<file path="src/rtl/core/t2t_pkg.sv">
// shared constants, types and command codes of the type 2 tag responder
package t2t_pkg;

  // page memory geometry
  localparam int MEM_PAGES = 64;
  localparam int PAGE_AW   = $clog2(MEM_PAGES);
  // word index counts pages and also the eight signature words
  localparam int IDX_W     = (PAGE_AW > 3) ? PAGE_AW : 3;
  localparam int PAGE_W    = 32;

  // byte limit and bound check widths
  localparam int MB_W      = 9;
  localparam int CAP_BYTES = MEM_PAGES * 4;
  localparam int BOUND_W   = 11;
  localparam logic [MB_W-1:0] CAP           = MB_W'(CAP_BYTES);
  localparam logic [MB_W-1:0] MEM_BYTES_RST = MB_W'(256);

  // configuration port
  localparam int CFG_AW = 5;
  localparam int CFG_DW = 64;
  localparam logic [1:0] REG_MEMORY_BYTES      = 2'd0;
  localparam logic [1:0] REG_VERSION_RESPONSE  = 2'd1;
  localparam logic [1:0] REG_VERSION_AVAILABLE = 2'd2;
  localparam logic [1:0] REG_SIGNATURE_ENABLED = 2'd3;

  // command codes
  localparam logic [7:0] CMD_HLTA        = 8'h50;
  localparam logic [7:0] CMD_READ        = 8'h30;
  localparam logic [7:0] CMD_FAST_READ   = 8'h3A;
  localparam logic [7:0] CMD_WRITE       = 8'hA2;
  localparam logic [7:0] CMD_GET_VERSION = 8'h60;
  localparam logic [7:0] CMD_READ_SIG    = 8'h3C;

  // reply tag state
  localparam logic [1:0] TAG_IDLE   = 2'd0;
  localparam logic [1:0] TAG_ACTIVE = 2'd1;
  localparam logic [1:0] TAG_HALT   = 2'd2;

  // configuration seen by the responder
  typedef struct packed {
    logic [MB_W-1:0] memory_bytes;
    logic [63:0]     version_response;
    logic            version_available;
    logic            signature_enabled;
  } cfg_t;

endpackage

</file>
<file path="src/rtl/core/t2t_ram.sv">
// generic single-port-write, registered-read ram
module t2t_ram #(
  parameter int WIDTH = 32,
  parameter int DEPTH = 64
) (
  input  logic                     clk,
  input  logic                     we,
  input  logic [$clog2(DEPTH)-1:0] waddr,
  input  logic [WIDTH-1:0]         wdata,
  input  logic                     re,
  input  logic [$clog2(DEPTH)-1:0] raddr,
  output logic [WIDTH-1:0]         rdata
);

  logic [WIDTH-1:0] mem_r [DEPTH];
  logic [WIDTH-1:0] rdata_r;

  // write port and registered read port
  always_ff @(posedge clk) begin
    if (we) begin
      mem_r[waddr] <= wdata;
    end
    if (re) begin
      rdata_r <= mem_r[raddr];
    end
  end

  assign rdata = rdata_r;

endmodule

</file>
<file path="src/rtl/core/t2t_cfg.sv">
// apb-style configuration registers of the type 2 tag responder
module t2t_cfg (
  input  logic                         clk,
  input  logic                         rst_n,
  input  logic                         psel,
  input  logic                         penable,
  input  logic                         pwrite,
  input  logic [t2t_pkg::CFG_AW-1:0]   paddr,
  input  logic [t2t_pkg::CFG_DW-1:0]   pwdata,
  output logic [t2t_pkg::CFG_DW-1:0]   prdata,
  output logic                         pready,
  output t2t_pkg::cfg_t                cfg
);

  logic [t2t_pkg::MB_W-1:0] memory_bytes_r;
  logic [63:0]              version_response_r;
  logic                     version_available_r;
  logic                     signature_enabled_r;
  logic [1:0]               reg_idx;
  logic                     wr_en;

  assign reg_idx = paddr[4:3];
  assign wr_en   = psel & penable & pwrite;
  assign pready  = 1'b1;

  // register writes
  always_ff @(posedge clk) begin
    if (!rst_n) begin
      memory_bytes_r      <= t2t_pkg::MEM_BYTES_RST;
      version_response_r  <= '0;
      version_available_r <= 1'b0;
      signature_enabled_r <= 1'b0;
    end else if (wr_en) begin
      case (reg_idx)
        t2t_pkg::REG_MEMORY_BYTES:      memory_bytes_r      <= pwdata[t2t_pkg::MB_W-1:0];
        t2t_pkg::REG_VERSION_RESPONSE:  version_response_r  <= pwdata;
        t2t_pkg::REG_VERSION_AVAILABLE: version_available_r <= pwdata[0];
        t2t_pkg::REG_SIGNATURE_ENABLED: signature_enabled_r <= pwdata[0];
        default: ;
      endcase
    end
  end

  // read mux
  always_comb begin
    case (reg_idx)
      t2t_pkg::REG_MEMORY_BYTES:
        prdata = t2t_pkg::CFG_DW'(memory_bytes_r);
      t2t_pkg::REG_VERSION_RESPONSE:
        prdata = version_response_r;
      t2t_pkg::REG_VERSION_AVAILABLE:
        prdata = t2t_pkg::CFG_DW'(version_available_r);
      t2t_pkg::REG_SIGNATURE_ENABLED:
        prdata = t2t_pkg::CFG_DW'(signature_enabled_r);
      default:
        prdata = '0;
    endcase
  end

  assign cfg.memory_bytes      = memory_bytes_r;
  assign cfg.version_response  = version_response_r;
  assign cfg.version_available = version_available_r;
  assign cfg.signature_enabled = signature_enabled_r;

endmodule

</file>
<file path="src/rtl/core/type2_tag_command_responder.sv">
// type 2 tag command responder: frame decode, page memory and reply sequencer
//
// One request is taken at a time; in_stall stays high until the request has been
// decoded and its last reply word has been placed in the output register. A host
// page load gives no reply; an idle, halt or ACK reply is a single result. Page,
// version and signature replies send N words (up to 64 pages) via the single page
// memory read port, each word taking a read and then a send state, stepped by the
// shared index counter; a stalled output holds the sequencer. The next request
// may be accepted while the final reply word still waits in the output register.
// The page memory reads as all zeros after reset through per-page valid flags, so
// no clearing pass is needed. Configuration (memory size, version bytes, feature
// enables) is written at 8-byte spaced addresses; the user must write it only
// while the block is idle, as the block itself does not enforce this.
module type2_tag_command_responder (
  input  logic                       clk,
  input  logic                       rst_n,
  // request channel
  input  logic                       in_valid,
  output logic                       in_stall,
  input  logic                       in_kind,
  input  logic [2:0]                 in_frame_len,
  input  logic [7:0]                 in_byte_cmd,
  input  logic [7:0]                 in_byte_arg1,
  input  logic [7:0]                 in_byte_arg2,
  input  logic [7:0]                 in_byte_arg3,
  input  logic [7:0]                 in_byte_arg4,
  input  logic [7:0]                 in_byte_arg5,
  // reply channel
  output logic                       out_valid,
  input  logic                       out_stall,
  output logic [31:0]                out_data_word,
  output logic                       out_word_valid,
  output logic                       out_is_ack,
  output logic                       out_last,
  output logic [1:0]                 out_next_state,
  // configuration port
  input  logic                       psel,
  input  logic                       penable,
  input  logic                       pwrite,
  input  logic [t2t_pkg::CFG_AW-1:0] paddr,
  input  logic [t2t_pkg::CFG_DW-1:0] pwdata,
  output logic [t2t_pkg::CFG_DW-1:0] prdata,
  output logic                       pready
);

  localparam logic [1:0] ST_IDLE  = 2'd0;
  localparam logic [1:0] ST_CHECK = 2'd1;
  localparam logic [1:0] ST_READ  = 2'd2;
  localparam logic [1:0] ST_SEND  = 2'd3;

  localparam logic [2:0] ACT_IDLE  = 3'd0;
  localparam logic [2:0] ACT_HALT  = 3'd1;
  localparam logic [2:0] ACT_ACK   = 3'd2;
  localparam logic [2:0] ACT_LOAD  = 3'd3;
  localparam logic [2:0] ACT_PAGES = 3'd4;
  localparam logic [2:0] ACT_VER   = 3'd5;
  localparam logic [2:0] ACT_SIG   = 3'd6;

  localparam logic [1:0] SRC_PAGE = 2'd0;
  localparam logic [1:0] SRC_VER  = 2'd1;
  localparam logic [1:0] SRC_ZERO = 2'd2;

  localparam int PAW = t2t_pkg::PAGE_AW;
  localparam int IW  = t2t_pkg::IDX_W;
  localparam int BW  = t2t_pkg::BOUND_W;

  t2t_pkg::cfg_t cfg;

  logic [1:0]                   state_r, state_nxt;
  logic                         kind_r;
  logic [2:0]                   len_r;
  logic [7:0]                   cmd_r, a1_r, a2_r;
  logic [31:0]                  data_r;
  logic [1:0]                   src_r, src_nxt;
  logic [IW-1:0]                idx_r, idx_nxt, end_r, end_nxt;
  logic                         rd_vld_r;
  logic [t2t_pkg::MEM_PAGES-1:0] vld_r;

  logic                         out_valid_r;
  logic [31:0]                  out_word_r;
  logic                         out_wv_r, out_ack_r, out_last_r;
  logic [1:0]                   out_ns_r;

  logic                         out_load;
  logic [31:0]                  ld_word;
  logic                         ld_wv, ld_ack, ld_last;
  logic [1:0]                   ld_ns;

  logic [2:0]                   act;
  logic [IW-1:0]                first_idx, last_idx;
  logic [1:0]                   act_src;
  logic [t2t_pkg::MB_W-1:0]     lim;
  logic [BW-1:0]                bound_sum;
  logic                         fits, host_ok, out_free;

  logic                         ram_we, ram_re;
  logic [PAW-1:0]               ram_raddr;
  logic [31:0]                  ram_rdata;
  logic [31:0]                  page_word;

  // configuration registers
  t2t_cfg u_cfg (
    .clk     (clk),
    .rst_n   (rst_n),
    .psel    (psel),
    .penable (penable),
    .pwrite  (pwrite),
    .paddr   (paddr),
    .pwdata  (pwdata),
    .prdata  (prdata),
    .pready  (pready),
    .cfg     (cfg)
  );

  // page memory
  t2t_ram #(
    .WIDTH (t2t_pkg::PAGE_W),
    .DEPTH (t2t_pkg::MEM_PAGES)
  ) u_page_ram (
    .clk   (clk),
    .we    (ram_we),
    .waddr (a1_r[PAW-1:0]),
    .wdata (data_r),
    .re    (ram_re),
    .raddr (ram_raddr),
    .rdata (ram_rdata)
  );

  assign in_stall  = (state_r != ST_IDLE);
  assign out_free  = !out_valid_r || !out_stall;
  assign ram_raddr = idx_r[PAW-1:0];
  assign ram_re    = (state_r == ST_READ);
  assign page_word = rd_vld_r ? ram_rdata : 32'd0;

  // shared bound compare against the effective byte limit
  always_comb begin
    lim = (cfg.memory_bytes < t2t_pkg::CAP) ? cfg.memory_bytes : t2t_pkg::CAP;
    case (cmd_r)
      t2t_pkg::CMD_READ:      bound_sum = {1'b0, a1_r, 2'b00} + BW'(16);
      t2t_pkg::CMD_FAST_READ: bound_sum = {1'b0, a2_r, 2'b00} + BW'(4);
      default:                bound_sum = {1'b0, a1_r, 2'b00} + BW'(4);
    endcase
    fits    = (bound_sum <= BW'(lim));
    host_ok = ({1'b0, a1_r} < 9'(t2t_pkg::MEM_PAGES));
  end

  // frame decode
  always_comb begin
    act       = ACT_IDLE;
    act_src   = SRC_PAGE;
    first_idx = a1_r[IW-1:0];
    last_idx  = a1_r[IW-1:0] + IW'(3);
    if (kind_r) begin
      act = ACT_LOAD;
    end else if (len_r != 3'd0) begin
      case (cmd_r)
        t2t_pkg::CMD_HLTA: begin
          if (len_r == 3'd2 && a1_r == 8'd0) act = ACT_HALT;
        end
        t2t_pkg::CMD_READ: begin
          if (len_r == 3'd2 && fits) act = ACT_PAGES;
        end
        t2t_pkg::CMD_FAST_READ: begin
          last_idx = a2_r[IW-1:0];
          if (len_r == 3'd3 && a1_r <= a2_r && fits) act = ACT_PAGES;
        end
        t2t_pkg::CMD_GET_VERSION: begin
          act_src   = SRC_VER;
          first_idx = '0;
          last_idx  = IW'(1);
          if (len_r == 3'd1 && cfg.version_available) act = ACT_VER;
        end
        t2t_pkg::CMD_WRITE: begin
          if (len_r == 3'd6 && fits) act = ACT_ACK;
        end
        t2t_pkg::CMD_READ_SIG: begin
          act_src   = SRC_ZERO;
          first_idx = '0;
          last_idx  = IW'(7);
          if (cfg.signature_enabled && len_r == 3'd2 && a1_r == 8'd0) act = ACT_SIG;
        end
        default: act = ACT_IDLE;
      endcase
    end
  end

  // sequencer
  always_comb begin
    state_nxt = state_r;
    src_nxt   = src_r;
    idx_nxt   = idx_r;
    end_nxt   = end_r;
    ram_we    = 1'b0;
    out_load  = 1'b0;
    ld_word   = 32'd0;
    ld_wv     = 1'b0;
    ld_ack    = 1'b0;
    ld_last   = 1'b1;
    ld_ns     = t2t_pkg::TAG_IDLE;
    case (state_r)
      ST_IDLE: begin
        if (in_valid) state_nxt = ST_CHECK;
      end
      ST_CHECK: begin
        case (act)
          ACT_LOAD: begin
            ram_we    = host_ok;
            state_nxt = ST_IDLE;
          end
          ACT_PAGES, ACT_VER, ACT_SIG: begin
            src_nxt   = act_src;
            idx_nxt   = first_idx;
            end_nxt   = last_idx;
            state_nxt = ST_READ;
          end
          default: begin
            // single-result replies: idle, halt or ACK
            if (out_free) begin
              out_load  = 1'b1;
              ram_we    = (act == ACT_ACK);
              ld_ack    = (act == ACT_ACK);
              ld_ns     = (act == ACT_ACK)  ? t2t_pkg::TAG_ACTIVE :
                          (act == ACT_HALT) ? t2t_pkg::TAG_HALT : t2t_pkg::TAG_IDLE;
              state_nxt = ST_IDLE;
            end
          end
        endcase
      end
      ST_READ: begin
        state_nxt = ST_SEND;
      end
      ST_SEND: begin
        if (out_free) begin
          out_load = 1'b1;
          ld_wv    = 1'b1;
          ld_ns    = t2t_pkg::TAG_ACTIVE;
          ld_last  = (idx_r == end_r);
          case (src_r)
            SRC_PAGE: ld_word = page_word;
            SRC_VER:  ld_word = (idx_r == '0) ? cfg.version_response[63:32]
                                              : cfg.version_response[31:0];
            default:  ld_word = 32'd0;
          endcase
          if (idx_r == end_r) begin
            state_nxt = ST_IDLE;
          end else begin
            idx_nxt   = idx_r + IW'(1);
            state_nxt = ST_READ;
          end
        end
      end
      default: state_nxt = ST_IDLE;
    endcase
  end

  // control registers
  always_ff @(posedge clk) begin
    if (!rst_n) begin
      state_r     <= ST_IDLE;
      out_valid_r <= 1'b0;
      vld_r       <= '0;
    end else begin
      state_r <= state_nxt;
      if (out_load) begin
        out_valid_r <= 1'b1;
      end else if (!out_stall) begin
        out_valid_r <= 1'b0;
      end
      if (ram_we) begin
        vld_r[a1_r[PAW-1:0]] <= 1'b1;
      end
    end
  end

  // request capture, index counter and reply payload
  always_ff @(posedge clk) begin
    if (state_r == ST_IDLE && in_valid) begin
      kind_r <= in_kind;
      len_r  <= in_frame_len;
      cmd_r  <= in_byte_cmd;
      a1_r   <= in_byte_arg1;
      a2_r   <= in_byte_arg2;
      data_r <= {in_byte_arg2, in_byte_arg3, in_byte_arg4, in_byte_arg5};
    end
    src_r <= src_nxt;
    idx_r <= idx_nxt;
    end_r <= end_nxt;
    if (ram_re) begin
      rd_vld_r <= vld_r[ram_raddr];
    end
    if (out_load) begin
      out_word_r <= ld_word;
      out_wv_r   <= ld_wv;
      out_ack_r  <= ld_ack;
      out_last_r <= ld_last;
      out_ns_r   <= ld_ns;
    end
  end

  assign out_valid      = out_valid_r;
  assign out_data_word  = out_word_r;
  assign out_word_valid = out_wv_r;
  assign out_is_ack     = out_ack_r;
  assign out_last       = out_last_r;
  assign out_next_state = out_ns_r;

endmodule

</file>
<file path="config.mk">
export PLATFORM = sky130hd
export DESIGN_NAME = type2_tag_command_responder
export DESIGN_NICKNAME = d
export VERILOG_FILES = /design/src/rtl/core/t2t_pkg.sv /design/src/rtl/core/t2t_ram.sv /design/src/rtl/core/t2t_cfg.sv /design/src/rtl/core/type2_tag_command_responder.sv
export SDC_FILE = /design/constraint.sdc
export NUM_CORES = 2
export LEC_CHECK = 0
export BUFFER_PORTS_ARGS = -buffer_cell sky130_fd_sc_hd__clkbuf_2
export CAP_MARGIN = 20
export CORE_MARGIN = 3
export CORE_UTILIZATION = 55
export CTS_CLUSTER_SIZE = 16
export DETAILED_ROUTE_END_ITERATION = 6
export HOLD_SLACK_MARGIN = 0.12
export PLACE_DENSITY = 0.81
export SETUP_SLACK_MARGIN = 0.4
export SYNTH_ARGS = -nofsm -noshare
export SYNTH_HDL_FRONTEND = slang
export SYNTH_SLANG_ARGS = --single-unit
</file>
<file path="constraint.sdc">
create_clock -name clk -period 8.8 [get_ports clk]
set_input_delay 2.2 -clock clk [delete_from_list [all_inputs] [get_ports clk]]
set_output_delay 2.2 -clock clk [all_outputs]
set_load 0.01 [all_outputs]
</file>
=== Word level (Yosys, flattened, before mapping) ===
Memory sizes are Yosys's and may differ from the RTL's. A register that Yosys moved wholly into a read port is not among the register bits.
Index checks and enable logic that the tools add are counted.

* Input bits: 128
* Output and inout bits: 104
* RAM bits: 2048
* Memories: 1
* Register bits after elaboration: 254
* Logic and storage cells: 156

{| class="wikitable"
|+ Memories
! name !! words !! bits a word !! rd ports !! clocked after memory_dff !! write ports !! RTL line !! RTL
|-
| u_page_ram.mem_r || 64 || 32 || 1 || 1 || 1 || t2t_ram.sv:15 || <nowiki>logic [WIDTH-1:0] mem_r [DEPTH];</nowiki>
|}

* Order comparisons: 7
* Multiplexer cells: 52
* Add/sub/neg operators: 5
* Equal/unequal tests: 30
* Reductions and logical operators: 34
* Bitwise operators: 5

{| class="wikitable"
|+ Operators with widths
! cell !! count
|-
| $pmux 64 s4 || 1
|-
| $mux 32 || 2
|-
| $or 64x64->64 || 1
|-
| $pmux 32 s2 || 1
|-
| $mux 6 || 8
|-
| $eq 8x6->1 const B || 3
|-
| $add 10x3->11 const B || 2
|-
| $pmux 11 s2 || 1
|-
| $mux 2 || 9
|-
| $mux 3 || 6
|-
| $pmux 3 s6 || 1
|-
| $pmux 6 s3 || 1
|-
| $eq 8x7->1 const B || 2
|-
| $lt 6x7->1 const B || 2
|-
| $eq 3x2->1 const B || 4
|-
| $eq 3x3->1 const B || 4
|-
| $mux 1 || 12
|-
| $pmux 2 s2 || 3
|-
| $pmux 6 s2 || 1
|-
| $reduce_and 2->1 || 6
|-
| $add 10x5->11 const B || 1
|-
| $le 11x9->1 || 1
|-
| $logic_and 1x1->1 || 10
|-
| $lt 9x9->1 const B || 1
|-
| other kinds (33) || 50
|}

=== Depth between registers and ports, before layout ===
* Depth after elaboration: 14
* Depth in mapped cells: 23
* Mapped depth without buffers: 19

=== Hierarchy ===
Synthesis repeated with hierarchy kept, for this count alone.

* Cell total of the unflattened synthesis: 4608
* Area total of the unflattened synthesis: 90879.7 um^2

{| class="wikitable"
|+ By module, submodules not included
! module !! times used !! cells an instance !! area an instance (um^2) !! seq. area each (um^2)
|-
| t2t_ram || 1 || 3362 || 78726.8 || 62459.9
|-
| type2_tag_command_responder || 1 || 842 || 8570.7 || 4464.3
|-
| t2t_cfg || 1 || 404 || 3582.2 || 1501.4
|}

=== Least setup slack after synthesis ===
OpenSTA, ideal clock, no wires.

* Path type: reg2reg
* Start: register cmd_r[6]
* End: memory u_page_ram.mem_r[0][0] (enable)
* Cell stages (with the launch flop): 23
* Arrival: 7.250 ns
* Period minus slack after synthesis: 7.752 ns
* Path buffers: 3
* Required time: 8.298 ns
* Path slack: 1.048 ns
* Library setup time: 0.502 ns
* Cell sequence: edfxtp_1 > and4bb_1 > and4_1 > buf_2 > clkbuf_1 > nand2_1 > o21ai_0 > ha_1 > nand2_1 > a21oi_1 > a2bb2oi_1 > o22ai_1 > a21oi_1 > ha_1 > nand4_1 > a21oi_1 > nor3_1 > o22ai_1 > a2111o_1 > o21ai_2 > o21ai_1 > buf_2 > nor4_1

* Word-level cells in the longest chain between the ends: 14
* Elaborated cells between the ends (all ways): 28
* Those cells by class: order compare (1); eq/ne (11); mux (12); reduce/logical (4)

{| class="wikitable"
|+ RTL lines
! item !! RTL line !! RTL
|-
| start: declaration || type2_tag_command_responder.sv:72 || <nowiki>logic [7:0] cmd_r, a1_r, a2_r;</nowiki>
|-
| start signal: assignment || type2_tag_command_responder.sv:280 || <nowiki>cmd_r <= in_byte_cmd;</nowiki>
|-
| $eq 8x6->1 || type2_tag_command_responder.sv:138, type2_tag_command_responder.sv:156 ||
|-
| $pmux 11 s2 || type2_tag_command_responder.sv:138 || <nowiki>case (cmd_r)</nowiki>
|-
| $le 11x9->1 || type2_tag_command_responder.sv:143 || <nowiki>fits = (bound_sum <= BW'(lim));</nowiki>
|-
| $logic_and 1x1->1 (on tied branches) || type2_tag_command_responder.sv:174, type2_tag_command_responder.sv:161, type2_tag_command_responder.sv:165 ||
|-
| $mux 2 (tied with other cells) || type2_tag_command_responder.sv:174 || <nowiki>if (len_r == 3'd6 && fits) act = ACT_ACK;</nowiki>
|-
| $pmux 3 s6 * || type2_tag_command_responder.sv:156 || <nowiki>case (cmd_r)</nowiki>
|-
| $mux 3 * || type2_tag_command_responder.sv:155 || <nowiki>end else if (len_r != 3'd0) begin</nowiki>
|-
| $mux 3 * || type2_tag_command_responder.sv:153 || <nowiki>if (kind_r) begin</nowiki>
|-
| $eq 3x3->1 / $eq 3x2->1 (equally long branches) || type2_tag_command_responder.sv:205, type2_tag_command_responder.sv:220 ||
|-
| $reduce_or 3->1 / $mux 1 (equally long branches) || type2_tag_command_responder.sv:205, type2_tag_command_responder.sv:218 ||
|-
| $pmux 1 s2 * || type2_tag_command_responder.sv:205 || <nowiki>case (act)</nowiki>
|-
| $mux 1 * || type2_tag_command_responder.sv:200 || <nowiki>case (state_r)</nowiki>
|-
| $mux 1 * || t2t_ram.sv:20 || <nowiki>if (we) begin</nowiki>
|-
| $mux 1 (not written as such) * || t2t_ram.sv:21 || <nowiki>mem_r[waddr] <= wdata;</nowiki>
|-
| end: declaration || t2t_ram.sv:15 ||
|}

Every way passes the cells marked *; elsewhere a longest branch is shown, timed or not.

=== Worst setup path after layout ===
* Start: register cmd_r[6]
* End: memory u_page_ram.mem_r[38][13] (enable)

The elaborated chain is that of the path after synthesis.

==> results by stage <==
Status:
- The run finished with clean final reports.

Placed design:
- The number of buffers added on ports is 227.
- Routability-driven placement finished with a final weighted congestion of 0.926.
- OpenSTA, run right after detailed placement, puts the worst setup slack at 1.83 ns.
- The half-perimeter wire length of the detailed placement result is 129000 um.
- The cell count after placement is 6559.

Synth:
- Yosys printed 0 warnings.
- In the synthesized netlist the async set-or-reset flop fraction comes to 0.
- The flop and latch count out of synthesis is 2326.
- Of the total synthesized cell area, the portion taken by XOR and XNOR cells is 0.00184.
- The share of synthesized area occupied by flip-flops and latches is 0.757.
- After synthesis, the largest family of logic cells by area is multiplexers.
- A synthesized cell averages 21.2 um^2.
- The net count of the mapped netlist is 4402.
- The number of flops mapped to enable cells by yosys is 2184.
- The netlist area before placement is 0.0903 mm^2.
- The adder and majority gate portion of the synthesized area is 0.00305.
- The compound-cell area share of the yosys netlist came to 0.0190.
- The area share of and/or/nand/nor cells after synthesis is 0.0318.
- The prevailing post-synth register cell is sky130_fd_sc_hd__edfxtp_1.
- Measured against the total synthesized area, the mux share comes to 0.175.
- The count of unique library cells instantiated by Yosys is 63.
- The cell count after synthesis came out at 4252.

Timing:
- Setup repair after global routing left no endpoint under its margin.
- Headroom to the max-slew limit came out at 0.228.
- The hold violation count in the final report came to 0.
- The max-slew violation total from the final report is 0.
- Setup slack on the critical path of the routed design comes to 1.66 ns.
- Of the available clock period, the critical path in the final layout requires 0.811.
- The final total negative setup slack is 0 ns.
- Timing would allow up to 140 MHz.
- The slew of the pin with the lowest slew margin is 1.15 ns.
- For the final database, setup skew stands at 0.0391 ns.
- The final count of negative-setup-slack endpoints is 0.
- The clock period minus worst slack is 7.14 ns.

Detailed routing:
- The final wirelength is 241000 um.
- In the routed layout, each cell is associated on average with a via count of 6.77.
- The count of unresolved DRC violations after routing is 0.
- Dividing the detail-routed wire length by the instance count gives 34.5 um.
- The number of antenna-violating nets in the routed design is 0.
- The detailed router finished its first iteration with 7010 violations.
- The first detailed-routing pass ran for 7 iterations.
- The via count is 47.2k.

Layout:
- In the final layout, the multi-input gates occupy 0.0213 mm^2.
- Of the cells placed in the final design, the portion with a size suffix greater than 1 is 0.304.
- The final instance count without filler cells is 6983.
- The sequential cells in the finished layout cover a total of 0.0684 mm^2.
- The layout has 10.3k filler cells.
- At the end of the flow, the number of nets in the layout was 4755.
- The layout-stage area growth over the synthesis result is 12.9%.

Die:
- In this run the vertical extent of the chip is 411 um.
- Pin placement for this block handled 232 I/O pins.
- The floorplan has 148 rows.
- The die outline width is 411 um.
- The die outline area is 0.169 mm^2.
- After floorplanning, the core was sized to cover 0.163 mm^2.
- The effective utilization at floorplan is 0.554.

Global route:
- Entering global routing, the biggest net connects 139 pins.
- The met2 track demand over resource in global routing is 0.473.
- The initial antenna violation count came to 31.
- For met1 alone, demand over resource in global routing was 0.372.
- The wire length of the first global-routing pass is 346000 um.
- The via count of the first global-routing pass came to 47.7k.
- The fraction of met3 tracks used by global routing is 0.0772.
- Across every metal layer, demand over resource in global routing totals 0.288.
- The most used routing layer is met2.
- The residual overflow from global routing is 0.

Clock tree:
- The total of hold buffers inserted after clock tree synthesis is 0.
- Clock-pin slew was measured on the worst setup and hold paths at 0.06 ns.
- The worst-case clock buffer depth is 3.
- The number of setup buffers added after CTS is 0.
- The tree is rooted in a sky130_fd_sc_hd__clkbuf_16.
- The number of H-tree branching levels is 4.
- The total CTS buffers is 217.
- Gates resized during post-CTS repair numbered 0.
- TritonCTS built the clock tree.
- The later pin in the worst-skew pair is clocked with a latency of 0.87 ns.
- Clock tree synthesis found a total of 2326 sinks.

Setup path:
- STA classifies the critical path startpoint as a flop.
- The arrival time of the worst setup path is 7.63 ns.
- The required time of the critical path is 9.30 ns.
- The startpoint-to-endpoint class of the critical path is flop to flop.
- The worst setup path is captured at a flop.
- The maximum fanout encountered on the critical timing path is 40.

Power:
- Overall power consumption after layout is estimated at 21.9 mW.
- The worst-case IR drop observed on VDD is 0.233 mV.
- The power density relative to cell area is 215 mW/mm^2.
- The leakage power summed over all cells is 32.1 nW.

Job:
- The max-cap violation count is 0.

Worst hold path:
- The class of the worst hold path is flop to flop.
==> critical path, stage by stage, from the launching register on <==
cell	delay, ns
sky130_fd_sc_hd__edfxtp_1	0.47
sky130_fd_sc_hd__and4bb_1	0.42
sky130_fd_sc_hd__and4_1	0.54
sky130_fd_sc_hd__nand2_1	0.10
sky130_fd_sc_hd__o21ai_0	0.15
sky130_fd_sc_hd__ha_1	0.35
sky130_fd_sc_hd__nand2_1	0.13
sky130_fd_sc_hd__a21oi_1	0.27
sky130_fd_sc_hd__a2bb2oi_1	0.22
sky130_fd_sc_hd__o22ai_1	0.10
sky130_fd_sc_hd__a21oi_1	0.26
sky130_fd_sc_hd__ha_1	0.30
sky130_fd_sc_hd__nand4_1	0.12
sky130_fd_sc_hd__a21oi_1	0.05
sky130_fd_sc_hd__nor3_1	0.21
sky130_fd_sc_hd__o22ai_1	0.14
sky130_fd_sc_hd__a2111o_1	0.45
sky130_fd_sc_hd__o21ai_2	0.34
sky130_fd_sc_hd__o211ai_1	0.14
sky130_fd_sc_hd__buf_4	0.37
sky130_fd_sc_hd__nor3_2	1.00
sky130_fd_sc_hd__buf_4	0.58
==> layout make-up <==
cell class / instances / area share
Clock buffer: 278 / 0.0568
Timing Repair Buffer: 383 / 0.0243
Antenna cell: 13 / 0.000319
Sequential cell: 2326 / 0.671
Clock inverter: 131 / 0.0116
Multi-Input combinational cell: 1657 / 0.209
Tap cell: 2175 / 0.0267
Inverter: 20 / 0.000736
==> path summary, 6_finish.rpt <==
path / from / end / slack (ns) / depth (start not counted)
setup reg to reg: cmd_r[6]$_DFFE_PP_ / u_page_ram.mem_r[38][13]$_DFFE_PP_ / 1.66 / 21
hold / removal: vld_r[42]$_SDFFE_PN0N_ / vld_r[42]$_SDFFE_PN0N_ / 0.45 / 2
setup / recovery: cmd_r[6]$_DFFE_PP_ / u_page_ram.mem_r[38][13]$_DFFE_PP_ / 1.66 / 21
hold reg to reg: vld_r[42]$_SDFFE_PN0N_ / vld_r[42]$_SDFFE_PN0N_ / 0.45 / 2
==> cells in the mapped netlist, drive strengths merged, types with 7 or more instances <==
cell type  number  area share
a21boi         65      0.0054
a21oi          83      0.0046
and2           57      0.0039
buf            67      0.0032
clkbuf        182      0.0076
dfxtp         142       0.031
edfxtp       2184        0.73
ha             22      0.0030
inv            17     0.00071
mux2i          21      0.0023
mux4          694        0.17
nand2         325       0.014
nand2b          7     0.00048
nand3          32      0.0018
nand4           9     0.00062
nor2           73      0.0030
nor2b          15      0.0010
nor3           67      0.0043
nor4           12     0.00083
o21ai          68      0.0038
o31ai          25      0.0021
or2             7     0.00048
xnor2          12      0.0012
xor2            7     0.00068
==> power by group <==
| part | total [mW] | internal [mW] | switching [mW] |
|---|---|---|---|
| Combinational | 0.438 | 0.0820 | 0.356 |
| Sequential | 12.2 | 12.2 | 0.0311 |
| Clock | 9.30 | 5.16 | 4.15 |
| Total | 21.9 | 17.4 | 4.53 |
==> layer usage <==
metal | routed length, um | share of wire
met4 | 9290 | 0.039
met2 | 120000 | 0.50
met5 | 179 | 0.00074
met1 | 82400 | 0.34
met3 | 28500 | 0.12
==> cell usage in the layout, fill, tap and decap left out, types with 41 or more instances in the layout <==
cell type / count
sky130_fd_sc_hd__nor2_1: 71
sky130_fd_sc_hd__o21ai_0: 61
sky130_fd_sc_hd__nor3_2: 44
sky130_fd_sc_hd__clkbuf_2: 226
sky130_fd_sc_hd__buf_4: 144
sky130_fd_sc_hd__dfxtp_1: 142
sky130_fd_sc_hd__edfxtp_1: 2184
sky130_fd_sc_hd__a21oi_1: 82
sky130_fd_sc_hd__mux4_2: 694
sky130_fd_sc_hd__nand2_1: 325
sky130_fd_sc_hd__and2_1: 57
sky130_fd_sc_hd__clkbuf_16: 220
sky130_fd_sc_hd__a21boi_0: 65
sky130_fd_sc_hd__clkinv_1: 60
sky130_fd_sc_hd__clkbuf_1: 51
sky130_fd_sc_hd__clkinv_2: 41
==> kinds of logic (layout without fill, tap and decap cells) <==
| kind of cell | after synthesis | count (layout) |
|---|---|---|
| AO/OA/AOI/OAI | 277 | 277 |
| XOR/XNOR | 19 | 19 |
| adder cells (fa/ha/maj) | 22 | 22 |
| buffers and inverters | 269 | 812 |
| flip-flops | 2326 | 2326 |
| multiplexers | 715 | 715 |
| other | 1 | 14 |
| AND/OR/NAND/NOR | 623 | 623 |
==> registers in the layout, indices dropped and copies added (netlist names), 8 cells and up <==
register                  cells
u_page_ram.mem_r           2048
u_page_ram.rdata             32
out_data_word                32
cmd_r                         8
data_r                       24
u_cfg.version_response_r     64
vld_r                        64
a1_r                          8
a2_r                          8
u_cfg.memory_bytes_r          9
==> metrics by stage <==
stage	hold WS [ns]	cell area [um^2]	utilization
after global placement	0.427	94900	0.583
after global routing	0.476	102000	0.626
final	0.448	102000	0.626
after CTS	0.450	102000	0.625
after detailed placement	0.437	94900	0.583
after floorplan	0.420	90300	-
Note: power is estimated with default switching activity, not from simulation.
